`src/rtl/sjsm_pkg.sv`:
```
`timescale 1ns / 1ps
`default_nettype none
// ----------------------------------------------------------------------------
// sjsm_pkg: shared types and constants
// Widths, register indexes and the sequencer state encoding for the block.
// ----------------------------------------------------------------------------
package sjsm_pkg;

  localparam int unsigned MaxPoints   = 1024;
  localparam int unsigned MaxClusters = 32;
  localparam int unsigned CoordBits   = 16;
  localparam int unsigned IdxW        = $clog2(MaxPoints);
  localparam int unsigned LenW        = IdxW + 1;
  localparam int unsigned CidW        = $clog2(MaxClusters);
  localparam int unsigned CntW        = CidW + 1;
  localparam int unsigned SumW        = CoordBits + LenW;
  localparam int unsigned ThrW        = 20;
  localparam int unsigned DiffW       = CoordBits + 1;
  localparam int unsigned D2W         = 2 * DiffW + 1;
  localparam int unsigned LimW        = 2 * ThrW;

  localparam logic [0:0] RegThreshold = 1'b0;
  localparam logic [0:0] RegMinLen    = 1'b1;

  localparam logic [ThrW-1:0] ThrReset    = 20'd10000;
  localparam logic [LenW-1:0] MinLenReset = 11'd3;

  typedef struct packed {
    logic signed [CoordBits-1:0] x;
    logic signed [CoordBits-1:0] y;
  } point_t;

  typedef enum logic [8:0] {
    StIdle  = 9'b0_0000_0001,
    StGap   = 9'b0_0000_0010,
    StJmp   = 9'b0_0000_0100,
    StFin   = 9'b0_0000_1000,
    StDivX  = 9'b0_0001_0000,
    StDivY  = 9'b0_0010_0000,
    StRead  = 9'b0_0100_0000,
    StTest  = 9'b0_1000_0000,
    StOut   = 9'b1_0000_0000
  } state_e;

endpackage
`default_nettype wire

```
`src/rtl/sjsm_d2.sv`:
```
`timescale 1ns / 1ps
`default_nettype none
// ----------------------------------------------------------------------------
// sjsm_d2: squared distance unit
// Shared squared XY distance between two points, summed from registered squares.
// ----------------------------------------------------------------------------
module sjsm_d2 (
  input  wire logic                         clk_i,
  input  wire sjsm_pkg::point_t             a_i,
  input  wire sjsm_pkg::point_t             b_i,
  output logic [sjsm_pkg::D2W-1:0]          d2_o
);

  localparam int unsigned DW = sjsm_pkg::DiffW;

  logic signed [DW-1:0] dx, dy;
  logic [2*DW-1:0] sx_q, sy_q;

  assign dx = DW'(a_i.x) - DW'(b_i.x);
  assign dy = DW'(a_i.y) - DW'(b_i.y);

  always_ff @(posedge clk_i) begin
    sx_q <= (2*DW)'(dx * dx);
    sy_q <= (2*DW)'(dy * dy);
  end

  assign d2_o = sjsm_pkg::D2W'(sx_q) + sjsm_pkg::D2W'(sy_q);

endmodule
`default_nettype wire
```
`config.mk`:
```
export PLATFORM = sky130hd
export DESIGN_NAME = sjsm_d2
export DESIGN_NICKNAME = d
export VERILOG_FILES = /design/src/rtl/sjsm_pkg.sv /design/src/rtl/sjsm_d2.sv
export SDC_FILE = /design/constraint.sdc
export NUM_CORES = 1
export LEC_CHECK = 0
export ABC_CLOCK_PERIOD_IN_PS = 23300
export BUFFER_PORTS_ARGS = -buffer_cell sky130_fd_sc_hd__buf_2
export CAP_MARGIN = 25
export CORE_MARGIN = 1
export CORE_UTILIZATION = 35
export DETAILED_ROUTE_END_ITERATION = 7
export PLACE_DENSITY = 0.61
export SYNTH_ARGS = -nofsm -noshare
export SYNTH_HDL_FRONTEND = slang
export SYNTH_SLANG_ARGS = --single-unit
```
`constraint.sdc`:
```
create_clock -name clk_i -period 23.3 [get_ports clk_i]
set_clock_uncertainty 0.1 [all_clocks]
set_input_delay 1.165 -clock clk_i [delete_from_list [all_inputs] [get_ports clk_i]]
set_output_delay 1.165 -clock clk_i [all_outputs]
set_load 0.005 [all_outputs]
```
==> results.py <==
metrics = {
    "outcome": {
        "status": "finished clean",
    },
    "synthesis": {
        "synth_area_leaders": "fa_1, ha_1, inv_1",
        "yosys_register_bits": 66,
        "avgSynthCellArea_um2": 8.998,
        "netlist_instances": 2640,
        "synth_top_area_share_pct": 45.59,
        "synth_area_um2": 23750,
        "synth.distinct_cells": 74,
        "synth_seq_area_share_pct": 5.562,
        "synth-edff-count": 0,
        "synth_ff_type": "dfxtp_1",
        "syn-num-nets": 3479,
        "yosys_warnings": 0,
        "yosysTopAreaCell": "fa_1",
        "synthArstFlopShare_pct": 0,
    },
    "placed_design": {
        "port_buffers": 99,
        "hpwlAfterDp_um": 44930,
        "place_area_um2": 25310,
        "place.gp.congestion": 0.8584,
        "dp_cells": 3575,
    },
    "clock_network": {
        "cts.htree.levels": 3,
        "clockBufferDepth": 2,
        "cts_tree": "yes",
        "clock_sinks": 66,
        "hold_buffers": 0,
        "post_cts_buffers": 0,
        "cts_root_buffer": "clkbuf_16",
        "clkTransAtPathRegs_ns": 0.05,
        "cts-resized-gates": 0,
        "cts_buffers": 9,
    },
    "global_routing": {
        "gr-total-overflow": 0,
        "antenna_found_initial": 1,
        "gr-usage-all-layers_pct": 16.00,
        "grt_pass1_wl_um": 89860,
        "grt_pass1_vias": 18510,
        "grt_max_degree": 24,
    },
    "routing": {
        "vias": 17256,
        "wirelength_um": 52080,
        "ant_nets": 0,
        "drt_iter0_markers": 738,
        "post-route-drc-count": 0,
        "dr.pass1.iters": 5,
        "wl_per_cell_um": 14.51,
        "vias_per_cell": 4.807,
    },
    "die": {
        "core_um2": 67160,
        "die_h_um": 262.5,
        "pin_count": 100,
        "dieArea_um2": 68910,
        "std_cell_rows": 95,
        "start_util_pct": 35.37,
        "fp.dieW_um": 262.5,
    },
    "timing": {
        "setup_viol": 0,
        "holdWs_ns": 1.425,
        "worst_pin_slew_ns": 0.8715,
        "fin_crit_sh_pct": 40.74,
        "hold_violations": 0,
        "rsz0062_at_grt": "false",
        "maxSlewHeadroom_pct": 41.62,
        "max_freq_ghz": 0.1054,
        "tns_ns": 0,
        "min_period_ns": 9.492,
        "finalMaxSlewViolations": 0,
    },
    "worst_setup_path": {
        "crit_slowest_cell": "fa_1",
        "worstSetupStartpoint": "a_i[16]",
        "cp.required_ns": 23.44,
        "worst_setup_path_end_kind": "flip-flop",
        "critPathCapture": "sx_q[32]",
        "cp.arrival_ns": 9.63,
        "crit_top_cell": "fa_1",
        "critPathMaxFanout": 23,
        "path_class": "in -> reg",
        "cp_slowest_stage_delay_ns": 0.60,
        "start_kind": "input pin",
    },
    "layout": {
        "drive_above_1_share_pct": 6.478,
        "synthToLayoutAreaGrowth_pct": 7.737,
        "final_cells": 3590,
        "design_area_um2": 25590,
        "fin_nets": 3553,
        "insertedDiodeCount": 0,
    },
    "min_path": {
        "holdCritPathClass": "in -> reg",
    },
    "flow_run": {
        "drv_cap": 0,
    },
}
## flip-flops by register name (all words and copies together) (netlist names)
signal	count
sx_q	33
sy_q	33
## cells in the final DEF, fill, tap and decap left out, drive strengths merged, types with 10 or more instances in the layout
cell type and count:
a211oi 10, a21o 54, a21oi 90, buf 126, clkbuf 12, dfxtp 66
fa 541, ha 233, inv 703, nand2 225, nand2b 14, nand3 12
nor2 225, nor2b 16, nor3 25, o21a 31, o21ai 75, o31ai 10
xnor2 73, xor2 41
## cells in the mapped netlist, drive strengths merged, types with 6 or more instances
| master | count |
|---|---|
| inv | 703 |
| a211oi | 10 |
| a31oi | 9 |
| o211ai | 9 |
| nand2 | 225 |
| fa | 541 |
| nor2 | 225 |
| nor3 | 25 |
| nand3 | 12 |
| nor2b | 16 |
| a2111oi | 6 |
| a21boi | 8 |
| or2 | 6 |
| ha | 233 |
| buf | 14 |
| xor2 | 41 |
| clkbuf | 49 |
| and3 | 9 |
| a21oi | 90 |
| o311ai | 6 |
| nand2b | 14 |
| a21o | 54 |
| o21a | 31 |
| o21bai | 7 |
| xnor2 | 73 |
| o21ai | 75 |
| o31ai | 10 |
| dfxtp | 66 |
## critical path, delay by kind of cell
| family | cells | cell delay (ns) |
|---|---|---|
| adders and majority gates | 9 | 4.03 |
| buffers and inverters | 8 | 1.06 |
| AOI/OAI and AO/OA | 12 | 2.80 |
| and+or+nand+nor | 2 | 0.55 |
## cell families (layout without fill, tap and decap cells)
logic type	after synthesis	after routing	synth area share [%]
fa+ha+maj	774	774	57.87
buf+inv	768	845	12.20
simple gates	564	564	10.13
compound gates	352	352	9.950
xor+xnor	114	114	4.203
flops	66	66	5.562
mux	2	2	0.08428
## final cells by class
class,count,area [um2]
well taps,873,1092
flip-flops and latches,66,1321
multi-input cells,1806,19560
fillers,6802,41570
inverters,705,2646
clock inverters,2,12.51
clock buffers,12,266.5
repair buffers,126,695.7
## through the flow
step	setup slack, ns	util (%)
final	13.81	38.11
after global routing	13.33	38.11
after CTS	13.78	38.10
after detailed placement	13.43	37.68
after global placement	13.63	37.68
after floorplan	14.48	-
## per-layer routing
layer  wire [um]  GRT usage [%]
met1       23140          21.30
met3        2119          1.893
met5           0              0
met4         860          2.750
met2       25960          28.13
## worst min path at each step
stage / start / end / slack [ns] / cells past startpoint
6_report: b_i[1] / sy_q[2] / 1.43 / 4
5_1_grt: b_i[1] / sy_q[2] / 1.44 / 4
3_5_place_dp: sx_q[0] / d2_o[0] / 1.58 / 2
2_1_floorplan: b_i[0] / sy_q[0] / 1.42 / 2
4_1_cts: b_i[1] / sy_q[2] / 1.43 / 4
3_3_place_gp: sx_q[0] / d2_o[0] / 1.58 / 2
Power is left out: the tool's default activity adds up to more than one toggle a clock period on the data nets, which glitch-free logic cannot reach.
