$ cat config.mk
export PLATFORM = sky130hd
export DESIGN_NAME = sjsm_div
export DESIGN_NICKNAME = d
export VERILOG_FILES = /design/src/rtl/sjsm_pkg.sv /design/src/rtl/sjsm_div.sv
export SDC_FILE = /design/constraint.sdc
export NUM_CORES = 1
export LEC_CHECK = 0
export ABC_AREA = 1
export ABC_CLOCK_PERIOD_IN_PS = 4500
export BUFFER_PORTS_ARGS = -buffer_cell sky130_fd_sc_hd__buf_2
export CELL_PAD_IN_SITES_DETAIL_PLACEMENT = 0
export CELL_PAD_IN_SITES_GLOBAL_PLACEMENT = 1
export CORE_UTILIZATION = 36
export CTS_CLUSTER_SIZE = 40
export DETAILED_ROUTE_END_ITERATION = 8
export PLACE_DENSITY = 0.72
export SLEW_MARGIN = 20
export SYNTH_ARGS = -nofsm -noshare
export SYNTH_HDL_FRONTEND = slang
export SYNTH_SLANG_ARGS = --single-unit
$ cat constraint.sdc
create_clock -name clk_i -period 4.5 [get_ports clk_i]
set_clock_uncertainty 0.1 [all_clocks]
set_input_delay 0.675 -clock clk_i [delete_from_list [all_inputs] [get_ports clk_i]]
set_output_delay 0.675 -clock clk_i [all_outputs]
set_load 0.05 [all_outputs]
$ cat src/rtl/sjsm_pkg.sv
`timescale 1ns / 1ps
`default_nettype none
// ----------------------------------------------------------------------------
// sjsm_pkg: shared types and constants
// Widths, register indexes and the sequencer state encoding for the block.
// ----------------------------------------------------------------------------
package sjsm_pkg;

  localparam int unsigned MaxPoints   = 1024;
  localparam int unsigned MaxClusters = 32;
  localparam int unsigned CoordBits   = 16;
  localparam int unsigned IdxW        = $clog2(MaxPoints);
  localparam int unsigned LenW        = IdxW + 1;
  localparam int unsigned CidW        = $clog2(MaxClusters);
  localparam int unsigned CntW        = CidW + 1;
  localparam int unsigned SumW        = CoordBits + LenW;
  localparam int unsigned ThrW        = 20;
  localparam int unsigned DiffW       = CoordBits + 1;
  localparam int unsigned D2W         = 2 * DiffW + 1;
  localparam int unsigned LimW        = 2 * ThrW;

  localparam logic [0:0] RegThreshold = 1'b0;
  localparam logic [0:0] RegMinLen    = 1'b1;

  localparam logic [ThrW-1:0] ThrReset    = 20'd10000;
  localparam logic [LenW-1:0] MinLenReset = 11'd3;

  typedef struct packed {
    logic signed [CoordBits-1:0] x;
    logic signed [CoordBits-1:0] y;
  } point_t;

  typedef enum logic [8:0] {
    StIdle  = 9'b0_0000_0001,
    StGap   = 9'b0_0000_0010,
    StJmp   = 9'b0_0000_0100,
    StFin   = 9'b0_0000_1000,
    StDivX  = 9'b0_0001_0000,
    StDivY  = 9'b0_0010_0000,
    StRead  = 9'b0_0100_0000,
    StTest  = 9'b0_1000_0000,
    StOut   = 9'b1_0000_0000
  } state_e;

endpackage
`default_nettype wire

$ cat src/rtl/sjsm_div.sv
`timescale 1ns / 1ps
`default_nettype none
// ----------------------------------------------------------------------------
// sjsm_div: restoring divider
// Signed sum divided by an unsigned length, truncating toward zero, one
// quotient bit per cycle.
// ----------------------------------------------------------------------------
module sjsm_div (
  input  wire logic                               clk_i,
  input  wire logic                               rst_ni,
  input  wire logic                               start_i,
  input  wire logic signed [sjsm_pkg::SumW-1:0]   dividend_i,
  input  wire logic        [sjsm_pkg::LenW-1:0]   divisor_i,
  output logic                                    done_o,
  output logic signed [sjsm_pkg::CoordBits-1:0]   quot_o
);

  localparam int unsigned SW = sjsm_pkg::SumW;
  localparam int unsigned CW = $clog2(SW + 1);

  logic [SW-1:0] rem_q, rem_d, quo_q, quo_d;
  logic [sjsm_pkg::LenW-1:0] den_q;
  logic neg_q, busy_q, busy_d;
  logic [CW-1:0] cnt_q, cnt_d;
  logic [SW:0] trial;
  logic [SW-1:0] mag, qs;

  assign mag = dividend_i[SW-1] ? SW'(-dividend_i) : SW'(dividend_i);

  always_comb begin
    trial  = {rem_q, quo_q[SW-1]};
    rem_d  = rem_q;
    quo_d  = quo_q;
    cnt_d  = cnt_q;
    busy_d = busy_q;
    if (start_i) begin
      rem_d = '0; quo_d = mag; cnt_d = CW'(SW); busy_d = 1'b1;
    end else if (busy_q) begin
      quo_d = {quo_q[SW-2:0], 1'b0};
      if (trial >= (SW+1)'(den_q)) begin
        rem_d = SW'(trial - (SW+1)'(den_q));
        quo_d[0] = 1'b1;
      end else begin
        rem_d = SW'(trial);
      end
      cnt_d = cnt_q - 1'b1;
      if (cnt_q == CW'(1)) busy_d = 1'b0;
    end
  end

  always_ff @(posedge clk_i or negedge rst_ni) begin
    if (!rst_ni) begin
      busy_q <= 1'b0;
      cnt_q  <= '0;
    end else begin
      busy_q <= busy_d;
      cnt_q  <= cnt_d;
    end
  end

  always_ff @(posedge clk_i) begin
    rem_q <= rem_d;
    quo_q <= quo_d;
    if (start_i) begin
      den_q <= divisor_i;
      neg_q <= dividend_i[SW-1];
    end
  end

  assign qs     = neg_q ? SW'(-quo_q) : quo_q;
  assign quot_o = qs[sjsm_pkg::CoordBits-1:0];
  assign done_o = busy_q && (cnt_q == CW'(1));

  a_done_busy: assert property (@(posedge clk_i) disable iff (!rst_ni)
    done_o |=> !busy_q) else $error("divider still busy after done");
  a_start_busy: assert property (@(posedge clk_i) disable iff (!rst_ni)
    start_i |=> busy_q) else $error("divider not started");
  a_cnt: assert property (@(posedge clk_i) disable iff (!rst_ni)
    busy_q |-> cnt_q != '0) else $error("divider count underflow");

endmodule
`default_nettype wire

==> results of run 1 <==
## worst max-delay path, delay by kind of cell (launching register included)
family	cells	cell delay, ns
xor+xnor	1	0.13
fa+ha+maj	1	0.16
buf+inv	3	0.45
flops	1	0.39
simple gates	6	0.95
## layout make-up
class | instances | share of cell area
multi-input cells | 566 | 0.4784
flip-flops and latches | 72 | 0.3129
inverters | 103 | 0.06498
repair buffers | 61 | 0.05300
clock buffers | 11 | 0.03912
well taps | 180 | 0.03785
clock inverters | 5 | 0.01367
## registers in the layout, indices dropped and copies added, names as in the netlist
register,cells
busy_q,1
cnt_q,5
den_q,11
neg_q,1
quo_q,27
rem_q,27
## power breakdown
part	internal [mW]	switching, mW	leakage (nW)
Clock	0.486	0.294	0.150
Combinational	0.557	1.19	2.04
Sequential	0.859	0.152	0.693
Total	1.90	1.64	2.88
## worst max path at each step
stage	from	end	slack (ns)	cells past startpoint
3_3_place_gp	quo_q[1]	quot_o[14]	1.72	11
6_report	quo_q[1]	quot_o[14]	1.28	11
4_1_cts	quo_q[1]	quot_o[14]	1.28	11
2_1_floorplan	quo_q[1]	quot_o[14]	1.55	10
5_1_grt	quo_q[1]	quot_o[14]	1.02	11
3_5_place_dp	quo_q[1]	quot_o[14]	1.66	11
## metrics by stage
stage / hold slack [ns] / worst slack [ns]
2_1_floorplan: 0.2794 / 1.555
3_3_place_gp: 0.3560 / 1.716
3_5_place_dp: 0.3628 / 1.661
4_1_cts: 0.03504 / 1.277
5_1_grt: 0.04690 / 1.018
6_report: 0.04172 / 1.279
## cell usage in the layout (no fill, tap or decap), drive strengths merged
master	synthesis	final
nor2b	1	1
fa	1	1
edfxtp	39	39
nand4	20	20
dfxtp	27	27
xnor2	15	15
o21ai	47	47
clkbuf	13	11
dfrtp	6	6
bufinv	0	2
a31oi	7	7
a21oi	17	17
inv	102	101
clkinv	1	4
nand3	54	54
nand2	238	238
and2	1	1
a22oi	1	1
o211ai	10	10
nor2	87	87
o22ai	1	1
xor2	19	19
or2	2	2
nor4	1	1
nand3b	9	9
buf	8	61
ha	15	15
o31ai	3	3
nor3	17	17
clkinvlp	0	1
## layer usage
| metal | up-vias | track usage | routed length [µm] |
|---|---|---|---|
| met5 | - | 0 | 13 |
| met4 | 2 | 0.09299 | 291 |
| met3 | 19 | 0.02903 | 684 |
| met2 | 110 | 0.3249 | 6304 |
| met1 | 2311 | 0.2669 | 6704 |
| li1 | 2571 | - | - |
## cells by family (layout without fill, tap and decap cells)
family	Yosys count	in the layout	share of synthesized area
flip-flops	72	72	0.3583
adder cells (fa/ha/maj)	16	16	0.03997
AND/OR/NAND/NOR	430	430	0.3581
buffers and inverters	124	180	0.09391
AO/OA/AOI/OAI	86	86	0.09246
XOR/XNOR	34	34	0.05731
==> summary.txt, run 1 <==
Status -> finished, final reports clean
Via count -> 5013
First-pass GRT wire length -> 23140 µm
Initial Utilization -> 0.3715
Die height -> 122.1 µm
Post_cts resized -> 0
Largest net degree at the start of global routing -> 40
Rel. slew slack -> 0.3454
R2r worst-path depth -> 13
GRT overflow -> 0
Placeable core area -> 13990 µm²
Post-CTS setup buffer count -> 0
Num rows -> 43
Sequential cell area -> 1862 µm²
CTS Hold Buffers Added -> 0
Synth Cell Area -> 5196 µm²
Vias in the first global route -> 4818
WP data arrival -> 2.45 ns
Die Area -> 14920 µm²
Post-DP HPWL -> 10600 µm
# DRC -> 0
Initial antenna violation count -> 1
Fin crit share -> 0.7158
Final min period -> 3.221 ns
Max-Cap Viols -> 0
Reg2reg end -> rem_q[13]
Top-level I/O count -> 58
Inst Count DP -> 982
TritonCTS buffer count -> 9
Root buf cell -> clkbuf_16
Async set or reset register ratio after synthesis -> 0.08333
DRT antenna net count -> 0
Cell with the most instances after synthesis -> nand2_1
CP Max Fanout -> 4
CP max-delay cell -> edfxtp_1
Setup CP Type -> flip-flop to output pin
Setup crit start kind -> flip-flop
DRT Pass-1 Iters -> 5
CP Cell Sequence -> inv_1 > ha_1 > inv_1 > nor3_1 > nand3_1 > nor3_1 > nor2_1 > nor2_1 > nand2_1 > xor2_1 > buf_2
Unrepaired setup endpoints after global routing -> no
Area leader, netlist -> edfxtp_1
Endpoints failing setup -> 0
Final Hold Violating Endpoints -> 0
Ys flop type -> edfxtp_1
Synthesized flop and latch total -> 72
Max Slew Vio Count -> 0
Clock latency on the worst-skew pair -> 0.35 ns
Yosys warns -> 0
Share of cells above drive strength 1 -> 0.1186
Synth area leaders -> edfxtp_1 (23%), nand2_1 (17%), dfxtp_1 (10%), inv_1 (6.9%), nor2_1 (5.9%)
Gr usage total -> 0.2020
Peak VDD IR -> 0.2368 mV
Post-synthesis sequential area ratio -> 0.3583
Yosys cell types -> 41
Clock tree buffer depth -> 2
Net Count, Synth -> 819
Reg clk slew, reported paths -> 0.06 ns
Pin slew with the least headroom to its limit -> 0.9759 ns
Final #Nets -> 870
Final Core Density -> 0.4253
Final TNS setup -> 0 ns
Max stage delay on crit path -> 0.39 ns
Post-Layout Cell Count -> 998
Area of the multi-input gates -> 2846 µm²
Worst r2r src -> quo_q[26]
Post-Synthesis Cells -> 762
Antenna diode count -> 0
Fin area -> 5949 µm²
WL final -> 14000 µm
Die X -> 122.1 µm
Critical Path End Type -> output pin
Number of synthesized flops with an enable pin -> 39
Clock tree from TritonCTS -> yes
Synth top area share -> 0.2254
Overall power -> 3.540 mW
Synth Area per Inst -> 6.819 µm²
Top cells by count, synth -> nand2_1 (233), inv_1 (96), nor2_1 (81), nand3_1 (53), o21ai_0 (41)
Vias/cell -> 5.023
Gpl congestion -> 0.8679
P per Cell Area -> 595.1 nW/µm²
Iter 0 DRT Violations -> 261
Area Growth Syn to Fin -> 14.50%
Tightest Hold Check Type -> primary input to async pin
Internal reg-to-reg setup slack -> 1.75 ns
Dpl cell area -> 5635 µm²
Critical path required time -> 3.72 ns
Static Leak -> 2.885 nW
WL per Instance -> 14.03 µm
Count of input and output buffers -> 57
Clock net sink count -> 72
Htree depth -> 3
FMAX -> 310.4 MHz
Fillers -> 1513
Power figures use the tool's default switching activity.
==> run 2: changes to the inputs <==
- ABC_CLOCK_PERIOD_IN_PS: 4500 -> 2600
- PLACE_DENSITY: 0.72 -> 0.75
- clock period: 4.5 -> 2.6 ns (I/O delays scaled with it)
==> run 2 against run 1 <==
Effect of this change:
- non-clock buffer count up 16
- sequential share of layout area down 1.2 points
- core utilization is 1.7 points higher
- setup slack worse by 1.3 ns
- hold slack better by 0.078 ns
- critical path depth is the same
- first-iteration DRC count down 3.1%
- power rose by 71%
- wire length decreased by 1.1%
- critical endpoint unchanged
- register-to-register slack lost 1.6 ns
==> summary.txt, run 2 (same netlist as run 1, synthesis figures left out) <==
Status -> finished, final reports clean
Vias in the first global route -> 4759
Initial antenna violation count -> 0
Final Hold Violating Endpoints -> 0
Clock latency on the worst-skew pair -> 0.34 ns
Reg clk slew, reported paths -> 0.06 ns
Worst Setup EP -> quot_o[14]
WP data arrival -> 2.11 ns
Final TNS setup -> 0 ns
Initial Utilization -> 0.3715
Rel. slew slack -> 0.6141
Die X -> 122.1 µm
Die height -> 122.1 µm
Count of input and output buffers -> 57
CP Max Fanout -> 4
Static Leak -> 2.974 nW
Worst r2r src -> quo_q[26]
Gpl congestion -> 0.8773
R2r worst-path depth -> 13
Critical Path End Type -> output pin
Gr usage total -> 0.1980
Endpoints failing setup -> 0
Max Slew Vio Count -> 0
Post-DP HPWL -> 10670 µm
Num rows -> 43
DRT Pass-1 Iters -> 5
Largest registers -> quo_q: 27 flops, rem_q: 27 flops, den_q: 11 flops
Final #Nets -> 886
Htree depth -> 3
Antenna diode count -> 0
Via count -> 4999
Area Growth Syn to Fin -> 18.95%
P per Cell Area -> 978.6 nW/µm²
WL final -> 13850 µm
Setup crit start -> quo_q[1]
TritonCTS buffer count -> 9
DRT antenna net count -> 0
Setup CP Type -> flip-flop to output pin
Critical path required time -> 2.11 ns
Top-level I/O count -> 58
Largest net degree at the start of global routing -> 34
Clock tree buffer depth -> 2
# DRC -> 0
GRT overflow -> 0
Vias/cell -> 4.930
Setup crit start kind -> flip-flop
Fin crit share -> 0.9991
Final min period -> 2.598 ns
Most frequent cells in the layout -> nand2_1 (232), inv_1 (93), nor2_1 (77)
WL per Instance -> 13.65 µm
Unrepaired setup endpoints after global routing -> yes
Share of cells above drive strength 1 -> 0.1559
FMAX -> 385.0 MHz
Fillers -> 1487
Commonest non-fill, non-tap cell in the layout -> nand2_1
Placeable core area -> 13990 µm²
Tightest Hold Check Type -> primary input to flip-flop
Pin slew with the least headroom to its limit -> 0.5782 ns
Clock net sink count -> 72
Reg2reg end -> rem_q[18]
Die Area -> 14920 µm²
First-pass GRT wire length -> 22870 µm
Clock tree from TritonCTS -> yes
Max-Cap Viols -> 0
Hold wc startpoint -> divisor_i[2]
Root buf cell -> clkbuf_16
Iter 0 DRT Violations -> 253
Peak VDD IR -> 0.3899 mV
Internal reg-to-reg setup slack -> 0.15 ns
Overall power -> 6.049 mW
run 2: changes by cell type in the layout (fill, tap and decap cells not counted), moves of 3 or more:
| cell | change |
|---|---|
| buf_4 | +16 |
| buf_2 | -6 |
| nor2_1 | -4 |
| nor3_1 | -4 |
| buf_6 | +3 |
| inv_2 | +3 |
run 2: how the worst min path moves through the flow:
| stage | endpoint | slack [ns] | depth (start not counted) |
|---|---|---|---|
| finish | den_q[2] | 0.12 | 1 |
| global route | den_q[2] | 0.10 | 1 |
| CTS | den_q[2] | 0.10 | 1 |
| detailed placement | cnt_q[0] | 0.12 | 1 |
| global placement | cnt_q[4] | 0.12 | 1 |
| floorplan | busy_q | -0.006 | 0 |
run 2: cell type report:
| class | instances | area, µm² | area share |
|---|---|---|---|
| Multi-Input combinational cell | 566 | 2943 | 0.4761 |
| Sequential cell | 72 | 1862 | 0.3012 |
| Timing Repair Buffer | 77 | 489.2 | 0.07915 |
| Inverter | 103 | 386.6 | 0.06255 |
| Clock buffer | 10 | 229.0 | 0.03704 |
| Tap cell | 180 | 225.2 | 0.03644 |
| Clock inverter | 6 | 46.29 | 0.007490 |
run 2: per-stage QoR:
stage	instances	instance area [µm²]	utilization	hold WS [ns]	setup WS, ns
floorplan	762	5204	-	-0.005591	0.003882
global placement	990	5728	0.4095	0.1208	0.07154
detailed placement	990	5728	0.4095	0.1180	0.01443
CTS	1010	6095	0.4357	0.1045	-0.04648
global route	1014	6181	0.4419	0.1018	-0.1259
finish	1014	6181	0.4419	0.1201	0.002466
run 2: where the power goes:
group | switching [mW] | internal (mW)
clock | 0.515 | 0.649
sequential | 0.265 | 1.49
combinational | 2.05 | 1.08
total | 2.83 | 3.22
run 2: what timing repair did:
action,in CTS,in global routing
endpoints found under the hold margin,6,0
endpoints found under the setup margin,7,9
setup buffers,3,4
hold buffers,1,0
pin swaps,4,10
gates resized for setup,18,15
run 2: per-layer routing:
metal / part of all wire / global-route usage
met5: 0 / 0
met4: 0.0084 / 0.05869
met3: 0.040 / 0.04401
met2: 0.47 / 0.3220
met1: 0.49 / 0.2611
run 2: critical path: stages, from the launching register on:
cell and delay, ns:
edfxtp_1 0.41, inv_2 0.10, ha_4 0.13, inv_2 0.04
nor3_4 0.14, nand3_2 0.10, nor3_2 0.19, nor2_2 0.09
nor2_4 0.15, nand2_2 0.08, xor2_2 0.15, buf_6 0.18
==> run 3: changes to the inputs <==
- ABC_AREA: 1 -> not set
- PLACE_DENSITY: 0.75 -> 0.71
==> run 3 against run 2 <==
Effect of this change:
- the run now ends with negative setup slack left
- largest cell class unchanged
- largest power group unchanged
- clock-buffer cell count rose by 2
- power fell by 2.9%
- combinational power fell by 3%
- design area rose by 3.0%
- register-to-register slack got worse by 0.15 ns
- hold slack got worse by 0.0016 ns
- maximum frequency fell by 3.2%
- core utilization rose by 5.6 points
- wire length fell by 10%
- critical path type unchanged
- first-iteration DRC count rose by 4.3%
- non-clock buffer count rose by 67
==> summary.txt, run 3 <==
Max Slew Vio Count -> 0
# DRC -> 0
Fin crit share -> 1.032
Static Leak -> 2.618 nW
Vias/cell -> 5.328
Final min period -> 2.684 ns
FMAX -> 372.6 MHz
Post-Layout Cell Count -> 830
Hold path cells -> 1
Die Area -> 13770 µm²
Synthesized flop and latch total -> 72
Root buf cell -> clkbuf_16
Post-Place Setup Slack -> -0.3259 ns
TritonCTS buffer count -> 9
Commonest non-fill, non-tap cell in the layout -> buf_4
Inst Count DP -> 796
Clock net sink count -> 72
Antenna diode count -> 0
Post-DP HPWL -> 8925 µm
Rel. slew slack -> 0.6720
Critical Path End Type -> output pin
Hold Path Sink -> den_q[10]
Status -> complete, but fails checks
Endpoints failing setup -> 5
Clock tree from TritonCTS -> yes
CP Cell Sequence -> nor2_2 > nand3_2 > or4_4 > o31ai_4 > buf_4 > xnor2_2 > buf_6
WP data arrival -> 2.19 ns
Final Hold Violating Endpoints -> 0
Clock latency on the worst-skew pair -> 0.34 ns
Critical path required time -> 2.11 ns
Count of input and output buffers -> 57
Yosys warns -> 0
Htree depth -> 3
Net Count, Synth -> 582
Synth Area per Inst -> 9.123 µm²
Pin slew with the least headroom to its limit -> 0.4891 ns
Max stage delay on crit path -> 0.50 ns
Share of cells above drive strength 1 -> 0.3343
Worst r2r src -> quo_q[26]
DRT Pass-1 Iters -> 5
Synth area leaders -> edfxtp_1 (24%), dfxtp_1 (11%), xnor2_1 (4.9%), nor2_1 (4.7%), ha_1 (3.9%)
Area leader, netlist -> edfxtp_1
CP max-delay cell -> or4_4
Hold wc startpoint -> divisor_i[10]
P per Cell Area -> 923.4 nW/µm²
Gr usage total -> 0.1839
Die X -> 117.3 µm
WL per Instance -> 15.01 µm
Unrepaired setup endpoints after global routing -> yes
Final Core Density -> 0.4982
Synth top area share -> 0.2445
Final #Nets -> 710
Largest registers -> quo_q: 27 flops, rem_q: 27 flops, den_q: 11 flops
Initial antenna violation count -> 0
DRT antenna net count -> 0
Die height -> 117.3 µm
Async set or reset register ratio after synthesis -> 0.08333
Area Growth Syn to Fin -> 32.86%
Final TNS setup -> -0.1974 ns
Setup CP Type -> flip-flop to output pin
Most frequent cells in the layout -> buf_4 (85), nor2_1 (57), buf_2 (47)
Num rows -> 41
Top-level I/O count -> 58
CP Max Fanout -> 4
Max-Cap Viols -> 0
Failing checks -> negative setup slack
WL final -> 12460 µm
Largest net degree at the start of global routing -> 55
Top cells by count, synth -> nor2_1 (60), edfxtp_1 (39), a21oi_1 (35), nand2_1 (35), o21ai_0 (29)
R2r worst-path depth -> 10
Peak VDD IR -> 0.3606 mV
Placeable core area -> 12770 µm²
Post-Synthesis Cells -> 525
Reg clk slew, reported paths -> 0.06 ns
Setup crit start kind -> flip-flop
Vias in the first global route -> 4137
Cell with the most instances after synthesis -> nor2_1
Via count -> 4422
Synth Cell Area -> 4790 µm²
Post-synthesis sequential area ratio -> 0.3887
Clock tree buffer depth -> 2
Reg2reg end -> rem_q[22]
Gpl congestion -> 0.8513
GRT overflow -> 0
Yosys cell types -> 63
Initial Utilization -> 0.3750
Tightest Hold Check Type -> primary input to flip-flop
Iter 0 DRT Violations -> 264
First-pass GRT wire length -> 20450 µm
Ys flop type -> edfxtp_1
Internal reg-to-reg setup slack -> 0 ns
Final worst slack -> -0.08416 ns
Number of synthesized flops with an enable pin -> 39
[run 3: changes by cell type after synthesis, moves of 17 or more]
| cell | before | now |
|---|---|---|
| nand4_1 | 20 | 3 |
| nand2_1 | 233 | 35 |
| a21oi_1 | 17 | 35 |
| nand3_1 | 53 | 13 |
| inv_1 | 96 | 25 |
| nor2_1 | 81 | 60 |
[run 3: timing repair]
item | 4_1_cts | 5_1_grt
hold buffers | 1 | 0
setup endpoints to repair | 30 | 36
setup buffers | 5 | 13
hold endpoints to repair | 6 | 0
pin swaps | 11 | 21
resized for setup | 22 | 40
[run 3: report_power, final]
group          internal (mW)  switching, mW
registers               1.47          0.227
logic                   1.46           1.58
clock network          0.666          0.479
total                   3.59           2.28
[run 3: worst max path at each step]
stage	start	endpoint	slack, ns	cells past startpoint
final	quo_q[2]	quot_o[11]	-0.08	7
after global routing	quo_q[2]	quot_o[11]	-0.15	7
after CTS	quo_q[26]	rem_q[22]	-0.09	10
after detailed placement	dividend_i[5]	quo_q[18]	-0.33	7
after global placement	dividend_i[5]	quo_q[18]	-0.31	7
after floorplan	dividend_i[5]	quo_q[18]	-0.19	7
[run 3: cell families after synthesis]
logic type,synth area share
multiplexers,0.02090
flip-flops,0.3887
buffers and inverters,0.05172
AND/OR/NAND/NOR,0.1975
XOR/XNOR,0.08412
adder cells (fa/ha/maj),0.04336
AO/OA/AOI/OAI,0.2137
[run 3: per-layer routing]
metal,vias to the layer above,global-route usage,part of all wire,routed length [µm]
met3,18,0.03356,0.025,309
met5,-,0,0,0
met2,78,0.2837,0.46,5793
li1,2224,-,-,-
met1,2102,0.2515,0.49,6121
met4,0,0.07711,0.019,234
[run 3: per-stage QoR]
stage | hold WS, ns | area (µm²) | power [mW]
5_1_grt | 0.1088 | 6364 | 6.276
3_5_place_dp | 0.1200 | 5703 | 4.382
6_report | 0.1186 | 6364 | 5.876
3_3_place_gp | 0.1175 | 5703 | 4.338
4_1_cts | 0.1114 | 6117 | 5.649
2_1_floorplan | -0.005591 | 4823 | 3.436
[run 3: cell type report]
class / instances / area (µm²)
Multi-Input combinational cell: 401 / 2918
Fill cell: 1206 / 6410
Timing Repair Buffer: 144 / 1008
Clock inverter: 4 / 20.02
Clock buffer: 12 / 246.5
Tap cell: 172 / 215.2
Inverter: 25 / 93.84
Sequential cell: 72 / 1862
[run 3: critical path: cells and delay by family, from the launching register on]
family          cells  cell delay (ns)
compound gates      1             0.24
xor+xnor            1             0.11
simple gates        3             0.75
flops               1             0.41
buf+inv             2             0.34
